### config.mk
export PLATFORM = sky130hd
export DESIGN_NAME = mpeg_audio_header_histogram_flat
export DESIGN_NICKNAME = d
export VERILOG_FILES = /design/src/sv/mahh_pkg.sv /design/src/sv/mahh_if.sv /design/src/sv/mahh_cell.sv /design/src/sv/mahh_div.sv /design/src/sv/mpeg_audio_header_histogram.sv /design/src/flat_wrapper.sv
export SDC_FILE = /design/constraint.sdc
export NUM_CORES = 2
export LEC_CHECK = 0
export ABC_AREA = 0
export BUFFER_PORTS_ARGS = -buffer_cell sky130_fd_sc_hd__buf_2
export CORE_ASPECT_RATIO = 1.25
export CORE_UTILIZATION = 50
export CTS_BUF_LIST = sky130_fd_sc_hd__clkbuf_16
export DETAILED_ROUTE_END_ITERATION = 7
export GPL_ROUTABILITY_DRIVEN = 0
export PLACE_DENSITY = 0.66
export SYNTH_ARGS = -nofsm -noshare
export SYNTH_HDL_FRONTEND = slang
export SYNTH_HIERARCHICAL = 1
export SYNTH_SLANG_ARGS = --single-unit
### constraint.sdc
create_clock -name clk_i -period 14 [get_ports clk_i]
set_clock_uncertainty 0.05 [all_clocks]
set_input_delay 0.7 -clock clk_i [delete_from_list [all_inputs] [get_ports clk_i]]
set_output_delay 0.7 -clock clk_i [all_outputs]
set_load 0.02 [all_outputs]
### src/sv/mahh_pkg.sv
// Package: shared types, defaults and the bitrate tables of the header histogram.
package mahh_pkg;

  localparam int TABLE_DEPTH_DEF = 16;
  localparam int COUNT_WIDTH_DEF = 16;

  typedef enum logic [2:0] {
    S_IDLE,
    S_TINJ,
    S_TWAIT,
    S_SINJ,
    S_SWAIT,
    S_DIV,
    S_OUT
  } state_e;

  typedef struct packed {
    logic vld;
    logic srch;
    logic hit;
  } tok_ctl_t;

  localparam logic [8:0] RATE_V1 [3][14] = '{
    '{9'd32, 9'd64, 9'd96, 9'd128, 9'd160, 9'd192, 9'd224, 9'd256, 9'd288, 9'd320,
      9'd352, 9'd384, 9'd416, 9'd448},
    '{9'd32, 9'd48, 9'd56, 9'd64, 9'd80, 9'd96, 9'd112, 9'd128, 9'd160, 9'd192,
      9'd224, 9'd256, 9'd320, 9'd384},
    '{9'd32, 9'd40, 9'd48, 9'd56, 9'd64, 9'd80, 9'd96, 9'd112, 9'd128, 9'd160,
      9'd192, 9'd224, 9'd256, 9'd320}
  };

  localparam logic [8:0] RATE_V2 [2][14] = '{
    '{9'd32, 9'd48, 9'd56, 9'd64, 9'd80, 9'd96, 9'd112, 9'd128, 9'd144, 9'd160,
      9'd176, 9'd192, 9'd224, 9'd256},
    '{9'd8, 9'd16, 9'd24, 9'd32, 9'd40, 9'd48, 9'd56, 9'd64, 9'd80, 9'd96,
      9'd112, 9'd128, 9'd144, 9'd160}
  };

  function automatic logic [8:0] bitrate_of(logic [23:0] key);
    logic [1:0] ver;
    logic [1:0] lay;
    logic [3:0] idx;
    logic [3:0] pos;
    logic [8:0] r;
    ver = key[12:11];
    lay = key[10:9];
    idx = key[7:4];
    pos = 4'(idx - 4'd1);
    r   = '0;
    if (!(ver == 2'd1 || lay == 2'd0 || idx == 4'd0 || idx == 4'd15)) begin
      if (ver == 2'd3) begin
        r = RATE_V1[2'(2'd3 - lay)][pos];
      end else begin
        r = RATE_V2[(lay == 2'd3) ? 1'b0 : 1'b1][pos];
      end
    end
    return r;
  endfunction

endpackage

### src/sv/mahh_if.sv
// Interfaces: the byte input channel and the report output channel.
interface mahh_in_if;
  logic        valid;
  logic        ready;
  logic [7:0]  data_byte;
  logic        end_of_buffer;
  logic [31:0] file_bytes;
  logic        clear_table;

  modport source (output valid, output data_byte, output end_of_buffer,
                  output file_bytes, output clear_table, input ready);
  modport sink (input valid, input data_byte, input end_of_buffer,
                input file_bytes, input clear_table, output ready);
endinterface

interface mahh_out_if;
  logic        valid;
  logic        ready;
  logic [23:0] best_header;
  logic [15:0] best_count;
  logic [8:0]  bitrate_kbps;
  logic [22:0] duration_seconds;
  logic        table_empty;
  logic        table_overflow;

  modport source (output valid, output best_header, output best_count,
                  output bitrate_kbps, output duration_seconds, output table_empty,
                  output table_overflow, input ready);
  modport sink (input valid, input best_header, input best_count,
                input bitrate_kbps, input duration_seconds, input table_empty,
                input table_overflow, output ready);
endinterface

### src/sv/mahh_cell.sv
// Cell: one table entry that updates or bids on a token passing down the chain.
module mahh_cell import mahh_pkg::*; #(
  parameter int IDX         = 0,
  parameter int UW          = 5,
  parameter int COUNT_WIDTH = COUNT_WIDTH_DEF
) (
  input  logic                   clk_i,
  input  logic                   rst_ni,
  input  logic [UW-1:0]          used_i,
  input  logic                   ins_i,
  input  logic [23:0]            ins_key_i,
  input  tok_ctl_t               ctl_i,
  input  logic [23:0]            key_i,
  input  logic [COUNT_WIDTH-1:0] cnt_i,
  output tok_ctl_t               ctl_o,
  output logic [23:0]            key_o,
  output logic [COUNT_WIDTH-1:0] cnt_o
);

  logic [23:0]            key_q;
  logic [COUNT_WIDTH-1:0] cnt_q;
  tok_ctl_t               ctl_q;
  logic [23:0]            tkey_q;
  logic [COUNT_WIDTH-1:0] tcnt_q;
  logic                   used;

  assign used = UW'(IDX) < used_i;

  always_ff @(posedge clk_i or negedge rst_ni) begin
    if (!rst_ni) begin
      ctl_q <= '0;
    end else begin
      ctl_q <= ctl_i;
      if (ctl_i.vld && used) begin
        if (!ctl_i.srch && !ctl_i.hit && key_q == key_i) begin
          ctl_q.hit <= 1'b1;
        end else if (ctl_i.srch && (!ctl_i.hit || cnt_q > cnt_i)) begin
          ctl_q.hit <= 1'b1;
        end
      end
    end
  end

  always_ff @(posedge clk_i) begin
    tkey_q <= key_i;
    tcnt_q <= cnt_i;
    if (ctl_i.vld && used) begin
      if (!ctl_i.srch && !ctl_i.hit && key_q == key_i) begin
        if (cnt_q != '1) begin
          cnt_q <= cnt_q + 1'b1;
        end
      end else if (ctl_i.srch && (!ctl_i.hit || cnt_q > cnt_i)) begin
        tkey_q <= key_q;
        tcnt_q <= cnt_q;
      end
    end
    if (ins_i && used_i == UW'(IDX)) begin
      key_q <= ins_key_i;
      cnt_q <= COUNT_WIDTH'(1);
    end
  end

  assign ctl_o = ctl_q;
  assign key_o = tkey_q;
  assign cnt_o = tcnt_q;

endmodule

### src/sv/mahh_div.sv
// Divider: restoring division of bit-scaled file size by bitrate, one bit a cycle.
module mahh_div (
  input  logic        clk_i,
  input  logic        rst_ni,
  input  logic        start_i,
  input  logic [34:0] dividend_i,
  input  logic [18:0] divisor_i,
  output logic        done_o,
  output logic [22:0] quot_o
);

  logic [34:0] dvd_q;
  logic [18:0] dsr_q;
  logic [19:0] rem_q;
  logic [5:0]  cnt_q;
  logic        busy_q;
  logic        done_q;
  logic [19:0] shifted;
  logic [20:0] diff;

  assign shifted = {rem_q[18:0], dvd_q[34]};
  assign diff    = {1'b0, shifted} - {2'b00, dsr_q};

  always_ff @(posedge clk_i or negedge rst_ni) begin
    if (!rst_ni) begin
      busy_q <= 1'b0;
      done_q <= 1'b0;
      cnt_q  <= '0;
    end else begin
      done_q <= 1'b0;
      if (start_i) begin
        busy_q <= 1'b1;
        cnt_q  <= 6'd35;
      end else if (busy_q) begin
        cnt_q <= cnt_q - 6'd1;
        if (cnt_q == 6'd1) begin
          busy_q <= 1'b0;
          done_q <= 1'b1;
        end
      end
    end
  end

  always_ff @(posedge clk_i) begin
    if (start_i) begin
      dvd_q <= dividend_i;
      dsr_q <= divisor_i;
      rem_q <= '0;
    end else if (busy_q) begin
      if (!diff[20]) begin
        rem_q <= diff[19:0];
        dvd_q <= {dvd_q[33:0], 1'b1};
      end else begin
        rem_q <= shifted;
        dvd_q <= {dvd_q[33:0], 1'b0};
      end
    end
  end

  assign done_o = done_q;
  assign quot_o = dvd_q[22:0];

endmodule

### src/sv/mpeg_audio_header_histogram.sv
// Top level: MPEG audio frame header finder with a chained header table and report.
// One byte word is taken per cycle while no header tally or report is pending. A byte that
// completes a counted header stalls the input while the tally token runs down the chain
// of table cells; an end-of-buffer word adds the maximum search through the same chain
// and, for a nonzero bitrate, the bit-serial duration divider, and then waits until the
// report word is taken.
module mpeg_audio_header_histogram import mahh_pkg::*; #(
  parameter int TABLE_DEPTH = TABLE_DEPTH_DEF,
  parameter int COUNT_WIDTH = COUNT_WIDTH_DEF
) (
  input  logic clk_i,
  input  logic rst_ni,
  mahh_in_if.sink    in_i,
  mahh_out_if.source out_o
);

  localparam int UW = $clog2(TABLE_DEPTH + 1);

  state_e state_q, state_d;

  logic [7:0]  win_q [4];
  logic [2:0]  fill_q;
  logic [2:0]  skip_q;
  logic [23:0] key_q;
  logic        last_q;
  logic [31:0] fb_q;
  logic [UW-1:0] used_q;
  logic        ovf_q;

  logic [23:0] hdr_q;
  logic [15:0] bcnt_q;
  logic [8:0]  rate_q;
  logic [22:0] dur_q;
  logic        empty_q;

  tok_ctl_t               ctl_c [TABLE_DEPTH+1];
  logic [23:0]            key_c [TABLE_DEPTH+1];
  logic [COUNT_WIDTH-1:0] cnt_c [TABLE_DEPTH+1];

  logic        acc;
  logic        is_hdr;
  logic        do_tally;
  logic        inject;
  logic        ins;
  logic        div_start;
  logic        div_done;
  logic [22:0] div_quot;
  logic [8:0]  end_rate;
  logic [31:0] cnt_wide;
  tok_ctl_t    end_ctl;

  assign acc     = in_i.valid && in_i.ready;
  assign end_ctl = ctl_c[TABLE_DEPTH];
  assign end_rate = bitrate_of(key_c[TABLE_DEPTH]);
  assign cnt_wide = 32'(cnt_c[TABLE_DEPTH]);

  always_comb begin
    is_hdr = (win_q[0] == 8'hFF) && (win_q[1] > 8'hE0) &&
             ((win_q[1] & 8'h18) != 8'h08) && ((win_q[1] & 8'h06) != 8'h00) &&
             ((win_q[2] & 8'hF0) != 8'hF0) && ((win_q[2] & 8'hF0) != 8'h00) &&
             ((win_q[2] & 8'h0C) != 8'h0C);
    do_tally = (fill_q >= 3'd4) && (skip_q == 3'd0) && is_hdr;
  end

  always_comb begin
    state_d = state_q;
    case (state_q)
      S_IDLE: begin
        if (acc) begin
          if (do_tally) begin
            state_d = S_TINJ;
          end else if (in_i.end_of_buffer) begin
            state_d = S_SINJ;
          end
        end
      end
      S_TINJ: state_d = S_TWAIT;
      S_TWAIT: begin
        if (end_ctl.vld) begin
          state_d = last_q ? S_SINJ : S_IDLE;
        end
      end
      S_SINJ: state_d = S_SWAIT;
      S_SWAIT: begin
        if (end_ctl.vld) begin
          state_d = div_start ? S_DIV : S_OUT;
        end
      end
      S_DIV: begin
        if (div_done) begin
          state_d = S_OUT;
        end
      end
      S_OUT: begin
        if (out_o.ready) begin
          state_d = S_IDLE;
        end
      end
      default: state_d = S_IDLE;
    endcase
  end

  always_comb begin
    in_i.ready  = (state_q == S_IDLE);
    out_o.valid = (state_q == S_OUT);
    inject      = (state_q == S_TINJ) || (state_q == S_SINJ);
    ins         = (state_q == S_TWAIT) && end_ctl.vld && !end_ctl.hit &&
                  (used_q < UW'(TABLE_DEPTH));
    div_start   = (state_q == S_SWAIT) && end_ctl.vld && end_ctl.hit && (end_rate != 9'd0);
  end

  assign ctl_c[0] = '{vld: inject, srch: (state_q == S_SINJ), hit: 1'b0};
  assign key_c[0] = key_q;
  assign cnt_c[0] = '0;

  for (genvar g = 0; g < TABLE_DEPTH; g++) begin : g_cell
    mahh_cell #(
      .IDX        (g),
      .UW         (UW),
      .COUNT_WIDTH(COUNT_WIDTH)
    ) u_cell (
      .clk_i    (clk_i),
      .rst_ni   (rst_ni),
      .used_i   (used_q),
      .ins_i    (ins),
      .ins_key_i(key_q),
      .ctl_i    (ctl_c[g]),
      .key_i    (key_c[g]),
      .cnt_i    (cnt_c[g]),
      .ctl_o    (ctl_c[g+1]),
      .key_o    (key_c[g+1]),
      .cnt_o    (cnt_c[g+1])
    );
  end

  mahh_div u_div (
    .clk_i     (clk_i),
    .rst_ni    (rst_ni),
    .start_i   (div_start),
    .dividend_i({fb_q, 3'b000}),
    .divisor_i (19'(end_rate) * 19'd1000),
    .done_o    (div_done),
    .quot_o    (div_quot)
  );

  always_ff @(posedge clk_i or negedge rst_ni) begin
    if (!rst_ni) begin
      state_q <= S_IDLE;
      fill_q  <= '0;
      skip_q  <= '0;
      used_q  <= '0;
      ovf_q   <= 1'b0;
      last_q  <= 1'b0;
      for (int i = 0; i < 4; i++) begin
        win_q[i] <= '0;
      end
    end else begin
      state_q <= state_d;
      if (acc) begin
        last_q <= in_i.end_of_buffer;
        if (in_i.clear_table) begin
          used_q <= '0;
          ovf_q  <= 1'b0;
        end
        if (fill_q >= 3'd4) begin
          if (skip_q != 3'd0) begin
            skip_q <= skip_q - 3'd1;
          end else if (is_hdr) begin
            skip_q <= 3'd4;
          end
          win_q[0] <= win_q[1];
          win_q[1] <= win_q[2];
          win_q[2] <= win_q[3];
          win_q[3] <= in_i.data_byte;
        end else begin
          win_q[fill_q[1:0]] <= in_i.data_byte;
          fill_q <= fill_q + 3'd1;
        end
        if (in_i.end_of_buffer) begin
          fill_q <= '0;
          skip_q <= '0;
        end
      end
      if (state_q == S_TWAIT && end_ctl.vld && !end_ctl.hit) begin
        if (used_q < UW'(TABLE_DEPTH)) begin
          used_q <= used_q + 1'b1;
        end else begin
          ovf_q <= 1'b1;
        end
      end
    end
  end

  always_ff @(posedge clk_i) begin
    if (acc) begin
      key_q <= {win_q[0], win_q[1], win_q[2]};
      fb_q  <= in_i.file_bytes;
    end
    if (state_q == S_SWAIT && end_ctl.vld) begin
      dur_q   <= '0;
      empty_q <= !end_ctl.hit;
      if (end_ctl.hit) begin
        hdr_q  <= key_c[TABLE_DEPTH];
        bcnt_q <= (cnt_wide > 32'h0000FFFF) ? 16'hFFFF : cnt_wide[15:0];
        rate_q <= end_rate;
      end else begin
        hdr_q  <= '0;
        bcnt_q <= '0;
        rate_q <= '0;
      end
    end
    if (state_q == S_DIV && div_done) begin
      dur_q <= div_quot;
    end
  end

  assign out_o.best_header      = hdr_q;
  assign out_o.best_count       = bcnt_q;
  assign out_o.bitrate_kbps     = rate_q;
  assign out_o.duration_seconds = dur_q;
  assign out_o.table_empty      = empty_q;
  assign out_o.table_overflow   = ovf_q;

  a_used_bound: assert property (@(posedge clk_i) disable iff (!rst_ni)
    used_q <= UW'(TABLE_DEPTH))
    else $error("Table fill count exceeds the depth.");

  a_no_accept_while_report: assert property (@(posedge clk_i) disable iff (!rst_ni)
    out_o.valid |-> !in_i.ready)
    else $error("Byte word accepted while a report is pending.");

  a_last_blocks: assert property (@(posedge clk_i) disable iff (!rst_ni)
    (acc && in_i.end_of_buffer) |=> !in_i.ready)
    else $error("End of buffer did not start a report.");

  a_token_only_busy: assert property (@(posedge clk_i) disable iff (!rst_ni)
    end_ctl.vld |-> (state_q == S_TWAIT || state_q == S_SWAIT))
    else $error("Chain token emerged outside a wait state.");

endmodule

### src/flat_wrapper.sv
// flat-port wrapper written by rule: the top's interface ports become plain ports
module mpeg_audio_header_histogram_flat import mahh_pkg::*;
#(
  parameter int TABLE_DEPTH = TABLE_DEPTH_DEF,
  parameter int COUNT_WIDTH = COUNT_WIDTH_DEF
)
  (clk_i, rst_ni, in_i_valid, in_i_data_byte, in_i_end_of_buffer, in_i_file_bytes, in_i_clear_table, in_i_ready, out_o_valid, out_o_best_header, out_o_best_count, out_o_bitrate_kbps, out_o_duration_seconds, out_o_table_empty, out_o_table_overflow, out_o_ready);
  mahh_in_if in_i_i ();
  mahh_out_if out_o_i ();
  input  logic clk_i;
  input  logic rst_ni;
  input wire logic [$bits(in_i_i.valid)-1:0] in_i_valid;
  input wire logic [$bits(in_i_i.data_byte)-1:0] in_i_data_byte;
  input wire logic [$bits(in_i_i.end_of_buffer)-1:0] in_i_end_of_buffer;
  input wire logic [$bits(in_i_i.file_bytes)-1:0] in_i_file_bytes;
  input wire logic [$bits(in_i_i.clear_table)-1:0] in_i_clear_table;
  output wire logic [$bits(in_i_i.ready)-1:0] in_i_ready;
  output wire logic [$bits(out_o_i.valid)-1:0] out_o_valid;
  output wire logic [$bits(out_o_i.best_header)-1:0] out_o_best_header;
  output wire logic [$bits(out_o_i.best_count)-1:0] out_o_best_count;
  output wire logic [$bits(out_o_i.bitrate_kbps)-1:0] out_o_bitrate_kbps;
  output wire logic [$bits(out_o_i.duration_seconds)-1:0] out_o_duration_seconds;
  output wire logic [$bits(out_o_i.table_empty)-1:0] out_o_table_empty;
  output wire logic [$bits(out_o_i.table_overflow)-1:0] out_o_table_overflow;
  input wire logic [$bits(out_o_i.ready)-1:0] out_o_ready;
  assign in_i_i.valid = in_i_valid;
  assign in_i_i.data_byte = in_i_data_byte;
  assign in_i_i.end_of_buffer = in_i_end_of_buffer;
  assign in_i_i.file_bytes = in_i_file_bytes;
  assign in_i_i.clear_table = in_i_clear_table;
  assign in_i_ready = in_i_i.ready;
  assign out_o_valid = out_o_i.valid;
  assign out_o_best_header = out_o_i.best_header;
  assign out_o_best_count = out_o_i.best_count;
  assign out_o_bitrate_kbps = out_o_i.bitrate_kbps;
  assign out_o_duration_seconds = out_o_i.duration_seconds;
  assign out_o_table_empty = out_o_i.table_empty;
  assign out_o_table_overflow = out_o_i.table_overflow;
  assign out_o_i.ready = out_o_ready;
  mpeg_audio_header_histogram #(.TABLE_DEPTH(TABLE_DEPTH), .COUNT_WIDTH(COUNT_WIDTH)) u_core (.clk_i(clk_i), .rst_ni(rst_ni), .in_i(in_i_i), .out_o(out_o_i));
endmodule
Yosys cells after proc, flatten, opt, wreduce, memory -nomap -nowiden
Index checks and enable logic that the tools add are counted.
{"block": "classes", "n_mux": 199, "magnitude_cmp": 40, "add_sub_neg": 23, "eq_ne": 69, "bitwise": 6, "n_reduce_logical": 179, "mul": 1}
{"cell": "$mux W24", "count": 48}
{"cell": "$mux W16", "count": 46}
{"cell": "$mux W126", "count": 4}
{"cell": "$eq A24 B24 Y1", "count": 16}
{"cell": "$add A16 B1 Y16 const B", "count": 16}
{"cell": "$ne A16 B16 Y1 const B", "count": 16}
{"cell": "$bmux W126 S2", "count": 1}
{"cell": "$gt A16 B16 Y1", "count": 15}
{"cell": "$mux W123", "count": 1}
{"cell": "$logic_and A1 B1 Y1", "count": 95}
{"cell": "$bmux W9 S4", "count": 2}
{"cell": "$mux W35", "count": 2}
{"cell": "$mux W1", "count": 60}
{"cell": "$mux W9", "count": 6}
{"cell": "$reduce_and A3 Y1", "count": 17}
{"cell": "$mux W23", "count": 2}
{"cell": "$eq A5 B4 Y1 const B", "count": 8}
{"cell": "$lt A4 B5 Y1 const A", "count": 8}
{"cell": "$mux W3", "count": 13}
{"cell": "$bwmux W32", "count": 1}
{"cell": "$logic_not A1 Y1", "count": 32}
{"cell": "$mux W32", "count": 1}
{"cell": "$pmux W3 S7", "count": 1}
{"cell": "$sub A20 B19 Y21", "count": 1}
{"cell": "other kinds (54)", "count": 105}
{"block": "word_totals", "elab_cells": 652, "input_bits": 46, "output_inout_bits": 76, "ff_bits": 1582}

Logic depth before layout (Yosys ltp)
{"block": "depth", "word_depth": 16, "mapped_depth": 23, "depth_no_buf": 21}

Cells and area by module
The synthesis kept the hierarchy.
{"module": "mpeg_audio_header_histogram", "n_inst": 1, "cells_per_inst": 682, "seq_area_each_um2": 4984.8, "area_each_um2": 8499.4}
{"module": "mahh_div", "n_inst": 1, "cells_per_inst": 443, "seq_area_each_um2": 2202.1, "area_each_um2": 4718.3}
{"module": "mahh_cell (u_core.g_cell[11].u_cell)", "n_inst": 1, "cells_per_inst": 314, "seq_area_each_um2": 1916.8, "area_each_um2": 3837.4}
{"module": "mahh_cell (u_core.g_cell[2].u_cell)", "n_inst": 1, "cells_per_inst": 317, "seq_area_each_um2": 1916.8, "area_each_um2": 3682.3}
{"module": "mahh_cell (u_core.g_cell[15].u_cell)", "n_inst": 1, "cells_per_inst": 316, "seq_area_each_um2": 1916.8, "area_each_um2": 3671.0}
{"module": "mahh_cell (u_core.g_cell[5].u_cell)", "n_inst": 1, "cells_per_inst": 317, "seq_area_each_um2": 1916.8, "area_each_um2": 3667.3}
{"module": "mahh_cell (u_core.g_cell[7].u_cell)", "n_inst": 1, "cells_per_inst": 315, "seq_area_each_um2": 1916.8, "area_each_um2": 3666.0}
{"module": "mahh_cell (u_core.g_cell[9].u_cell)", "n_inst": 1, "cells_per_inst": 311, "seq_area_each_um2": 1916.8, "area_each_um2": 3643.5}
{"module": "mahh_cell (u_core.g_cell[12].u_cell)", "n_inst": 1, "cells_per_inst": 307, "seq_area_each_um2": 1916.8, "area_each_um2": 3633.5}
{"module": "mahh_cell (u_core.g_cell[4].u_cell)", "n_inst": 1, "cells_per_inst": 305, "seq_area_each_um2": 1916.8, "area_each_um2": 3629.7}
{"module": "mahh_cell (u_core.g_cell[1].u_cell)", "n_inst": 1, "cells_per_inst": 312, "seq_area_each_um2": 1916.8, "area_each_um2": 3626.0}
{"module": "mahh_cell (u_core.g_cell[10].u_cell)", "n_inst": 1, "cells_per_inst": 306, "seq_area_each_um2": 1916.8, "area_each_um2": 3614.7}
{"module": "mahh_cell (u_core.g_cell[3].u_cell)", "n_inst": 1, "cells_per_inst": 309, "seq_area_each_um2": 1916.8, "area_each_um2": 3607.2}
{"module": "mahh_cell (u_core.g_cell[13].u_cell)", "n_inst": 1, "cells_per_inst": 306, "seq_area_each_um2": 1916.8, "area_each_um2": 3603.5}
{"module": "4 more rows"}

Least setup slack after synthesis
No wires, ideal clock.
{"block": "synth_timing", "path_kind": "flip-flop to flip-flop", "from": "register u_core.state_q[0]", "to": "register u_core.u_div.dvd_q[0] (enable)", "t_required_ps": 13557, "path_buffers": 2, "stages_incl_launch_ff": 9, "arrival_ps": 6543, "path_slack_ps": 7013, "path_cell_list": "dfrtp_1 > clkbuf_1 > nand2b_1 > nor3b_1 > nand2_1 > a41oi_2 > inv_1 > clkbuf_1 > nand2_1"}
{"block": "synth_between", "elab_chain_cells": 4}
{"item": "from (decl)", "line": "mpeg_audio_header_histogram.sv:19", "text": "state_e state_q, state_d;"}
{"item": "from (signal assigned)", "line": "mpeg_audio_header_histogram.sv:158", "text": "state_q <= state_d;"}
{"item": "$eq A3 B3 Y1", "line": "mpeg_audio_header_histogram.sv:109", "text": "div_start = (state_q == S_SWAIT) && end_ctl.vld && end_ctl.hit && (end_rate != 9'd0);"}
{"item": "$logic_and A1 B1 Y1 (3 in series)", "line": "mpeg_audio_header_histogram.sv:109"}
{"item": "net u_core.div_start", "line": "mpeg_audio_header_histogram.sv:45", "text": "logic div_start;"}
{"item": "to (signal assigned)", "line": "mahh_div.sv:46", "text": "dvd_q <= dividend_i;"}
{"item": "to (signal assigned)", "line": "mahh_div.sv:52", "text": "dvd_q <= {dvd_q[33:0], 1'b1};"}
{"item": "to (signal assigned)", "line": "mahh_div.sv:55", "text": "dvd_q <= {dvd_q[33:0], 1'b0};"}
{"item": "to (decl)", "line": "mahh_div.sv:12", "text": "logic [34:0] dvd_q;"}
The timed path passes the listed nets, and every way through them passes these cells.
A chain may end at the register's enable or synchronous reset.

Final worst setup path
{"block": "layout_timing", "from": "register u_core.g_cell[15].u_cell.tkey_q[4]", "to": "register u_core.u_div.dsr_q[18] (data pin)"}
{"block": "layout_between", "elab_chain_cells": 8, "elab_cells_between_ends": 15, "classes_between": "1 x add/sub; 1 x mul; 1 x eq/ne; 8 x mux; 1 x bitwise; 3 x reduce/logical"}
{"item": "from (decl)", "line": "mahh_cell.sv:23", "text": "logic [23:0] tkey_q;"}
{"item": "from (signal assigned)", "line": "mahh_cell.sv:45", "text": "tkey_q <= key_i;"}
{"item": "from (signal assigned)", "line": "mahh_cell.sv:53", "text": "tkey_q <= key_q;"}
{"item": "$sub A4 B1 Y4", "line": "mahh_pkg.sv:48", "text": "pos = 4'(idx - 4'd1);"}
{"item": "$not A4 Y5", "line": "mahh_pkg.sv:52, mahh_pkg.sv:54"}
{"item": "$bmux W9 S4 (on tied branches)", "line": "mahh_pkg.sv:54, mahh_pkg.sv:52"}
{"item": "$mux W9 (on tied branches) (2 in series)", "line": "mahh_pkg.sv:54, mahh_pkg.sv:52"}
{"item": "$mux W9", "line": "mahh_pkg.sv:51", "text": "if (ver == 2'd3) begin"}
{"item": "$mux W9 (*)", "line": "mahh_pkg.sv:50", "text": "if (!(ver == 2'd1 || lay == 2'd0 || idx == 4'd0 || idx == 4'd15)) begin"}
{"item": "net u_core.end_rate[6]", "line": "mpeg_audio_header_histogram.sv:48", "text": "logic [8:0] end_rate;"}
{"item": "$mul A9 B7 Y16 (*)", "line": "mpeg_audio_header_histogram.sv:141", "text": ".divisor_i (19'(end_rate) * 19'd1000),"}
{"item": "to (signal assigned)", "line": "mahh_div.sv:47", "text": "dsr_q <= divisor_i;"}
{"item": "to (decl)", "line": "mahh_div.sv:13", "text": "logic [18:0] dsr_q;"}
The timed path passes the listed nets; every way through them passes the cells marked *. The select of a mux whose other input is x is not followed.

==> impl_summary.log <==
[metrics] number of hold-slack violations in the final timing report: 0
[metrics] Vias/cell: 5.64
[metrics] maximum single-stage delay on the critical path: 0.91 ns
[metrics] type of the setup path with the least slack: reg -> reg
[metrics] static leakage power: 0.0315 µW
[metrics] startpoint kind of the worst setup timing path: flop
[metrics] clock transition at the registers of the reported paths: 0.06 ns
[metrics] M1 WL: 67.5 mm
[metrics] number of instances resized during post-cts repair: 0
[metrics] total die area: 144000 µm²
[metrics] Highest Signal Layer: met4
[metrics] most used cells in the layout excluding fill and tap cells: 915 x sky130_fd_sc_hd__dfxtp_1, 564 x sky130_fd_sc_hd__edfxtp_1, 456 x sky130_fd_sc_hd__mux2_2
[metrics] post-synthesis cell count: 6086
[metrics] total of warnings raised by yosys: 6
[metrics] worst min-delay path class: in -> reg
[metrics] RSZ-0062 raised after global routing: no
[metrics] cell with the largest stage delay on the worst path: sky130_fd_sc_hd__dfxtp_1
[metrics] critical register-to-register path startpoint: u_core/g_cell[15].u_cell/key_o[4]$_DFF_P_
[metrics] worst setup slack before clock tree synthesis: 6.61 ns
[metrics] Mapped Avg Cell Area: 11.7 µm²
[metrics] vias in the first global route: 46400
[metrics] total power density per cell area: 159 nW/µm²
[metrics] Slew Viols, Final: 0
[metrics] first-pass GRT wire length: 264 mm
[metrics] H-tree depth: 4
[metrics] placeable core area: 141000 µm²
[metrics] count of endpoints failing setup in the final report: 0
[metrics] met3 WL post-DR: 6.53 mm
[metrics] final standard cell area without fillers: 79400 µm²
[metrics] chip width: 340 µm
[metrics] Worst Max-Slew Pin Slew: 1.12 ns
[metrics] count of buffers inserted at the top-level ports: 118
[metrics] DRT Pass-1 Iters: 7
[metrics] reported max-cap violation count: 0
[metrics] most common cell after layout, fill and taps aside: sky130_fd_sc_hd__dfxtp_1
[metrics] Hold Path Stages: 1
[metrics] data required time at the worst endpoint: 14.47 ns
[metrics] Achievable Freq: 134 MHz
[metrics] signed area change from the synthesized netlist to the final layout: 11.3%
[metrics] DRC violations left: 0
[metrics] number of nets in the layout: 6704
[metrics] series of cell instances along the critical path: inv_1, ha_1, inv_1, nor3_1, a2111oi_0, nor3_1, o32a_1, nor2_1, fa_1, fa_1, fa_1, ha_1, ha_1, o21a_1, a2111oi_0, o31ai_1, a21oi_1, xnor2_1
[metrics] worst flop-to-flop path endpoint: u_core/u_div/dsr_q[18]$_DFFE_PP_
[metrics] slack of the worst reg-to-reg path: 6.51 ns
[metrics] worst path bufs/invs: 2
[metrics] Total Neg Setup Slack: 0 ns
[metrics] Min Clock Period, post-route: 7.49 ns
[metrics] maximum fanout along the worst path: 27
[metrics] # rows: 154
[metrics] worst rel slew slack: 24.6%
[metrics] WL final: 171 mm
[metrics] CTS tree: done
[metrics] count of vias placed by the detailed router: 46800
[metrics] clock net sink count: 1582
[metrics] ratio of final minimum period to clock period: 53.5%
[metrics] starting density of the core: 50.5%
[metrics] Max VDD drop: 0.000150 V
[metrics] clock latency at the later pin of the worst-skew pair: 0.80 ns
[metrics] wire per inst: 20.6 µm
[metrics] CTS Buf Count: 158
[metrics] met2 WL: 91.7 mm
[metrics] endpoint arrival time on the critical path: 7.96 ns
[metrics] number of top-level design ports: 122
[metrics] dpl cell area: 74100 µm²
[metrics] netlist area before placement: 71400 µm²
[metrics] clock buffer depth: 3
[metrics] vertical extent of the die: 424 µm
[metrics] DRT antenna net count: 0
[metrics] outcome: complete, no violations
[metrics] initial antenna violation count: 2
[metrics] HPWL Detailed: 121 mm
[metrics] share of layout cells above drive strength 1: 16.5%
[metrics] family with the most delay on the worst path: adder cells
[metrics] Min-Delay Startpoint: in_i_file_bytes[28]
[metrics] Worst Reg-to-Reg Cells: 18
[metrics] pin count of the biggest net entering global routing: 69
[metrics] min setup slack post-route: 6.51 ns
[metrics] combined global-route utilization of all metal layers: 23.4%
[metrics] global route total overflow: 0
[metrics] sort of element at the end of the critical path: flop
[metrics] Detailed Route Iter0 Violations: 2837
[metrics] end point of the most critical hold path: u_core/fb_q[28]$_DFFE_PP_
[metrics] root buffer cell: sky130_fd_sc_hd__clkbuf_16
-- cell type report --
cell class / count / area [µm²]
Antenna cell: 1 / 2.50
Clock buffer: 163 / 4080
Clock inverter: 134 / 1020
Fill cell: 11800 / 61800
Inverter: 395 / 1480
Multi-Input combinational cell: 3943 / 31300
Sequential cell: 1582 / 37800
Tap cell: 1872 / 2340
Timing Repair Buffer: 217 / 1390
-- layer usage --
metal | global-route usage [%] | vias up
met5 | 0 | -
met2 | 44.4 | 1003
li1 | - | 22500
met3 | 3.04 | 297
met1 | 26.9 | 23100
met4 | 7.59 | 0
-- registers in the layout, indices dropped and copies added, names as in the netlist, 6 cells and up --
signal / flops
u_core/out_o.bitrate_kbps: 6
u_core/key_q: 24
u_core/fb_q: 32
u_core/win_q: 32
u_core/g_cell.u_cell/ctl_o: 47
u_core/u_div/dvd_q: 35
u_core/g_cell.u_cell/key_o: 384
u_core/g_cell.u_cell/key_q: 384
u_core/u_div/dsr_q: 19
u_core/out_o.duration_seconds: 23
u_core/g_cell.u_cell/cnt_o: 256
u_core/u_div/cnt_q: 6
u_core/g_cell.u_cell/cnt_q: 256
u_core/out_o.best_count: 16
u_core/u_div/rem_q: 19
u_core/out_o.best_header: 24
-- stage by stage --
step | cells | hold WS, ns | power, µW | utilization, %
floorplan | 6131 | 0.297 | 7670 | -
global placement | 7989 | 0.306 | 8500 | 52.5
detailed placement | 7989 | 0.318 | 8550 | 52.5
CTS | 8306 | 0.000498 | 12700 | 56.2
global route | 8306 | 0.0124 | 13200 | 56.2
finish | 8307 | 0.0518 | 12600 | 56.2
-- power by group --
group / internal (µW) / switching, µW / leakage, µW
clock: 2350 / 1800 / 0.00265
sequential: 5490 / 491 / 0.0140
combinational: 1060 / 1410 / 0.0149
total: 8900 / 3710 / 0.0315
-- worst max path at each step --
stage,from,slack (ns),depth (start not counted),end
2_1_floorplan,u_core/state_q[0]$_DFFE_PN0P_,7.01,8,u_core/u_div/dvd_q[0]$_DFFE_PP_
3_3_place_gp,u_core/g_cell[15].u_cell/key_o[4]$_DFF_P_,6.62,18,u_core/u_div/dsr_q[18]$_DFFE_PP_
3_5_place_dp,u_core/g_cell[15].u_cell/key_o[4]$_DFF_P_,6.61,18,u_core/u_div/dsr_q[18]$_DFFE_PP_
4_1_cts,u_core/g_cell[15].u_cell/key_o[4]$_DFF_P_,6.58,18,u_core/u_div/dsr_q[18]$_DFFE_PP_
5_1_grt,u_core/g_cell[15].u_cell/key_o[4]$_DFF_P_,5.94,18,u_core/u_div/dsr_q[18]$_DFFE_PP_
6_report,u_core/g_cell[15].u_cell/key_o[4]$_DFF_P_,6.51,18,u_core/u_div/dsr_q[18]$_DFFE_PP_
-- timing repair --
item                      in CTS  in global routing
hold endpoints to repair      66                  0
hold buffers                  20                  0
buffers inserted               0                  0
(Power assumes the default switching activity.)
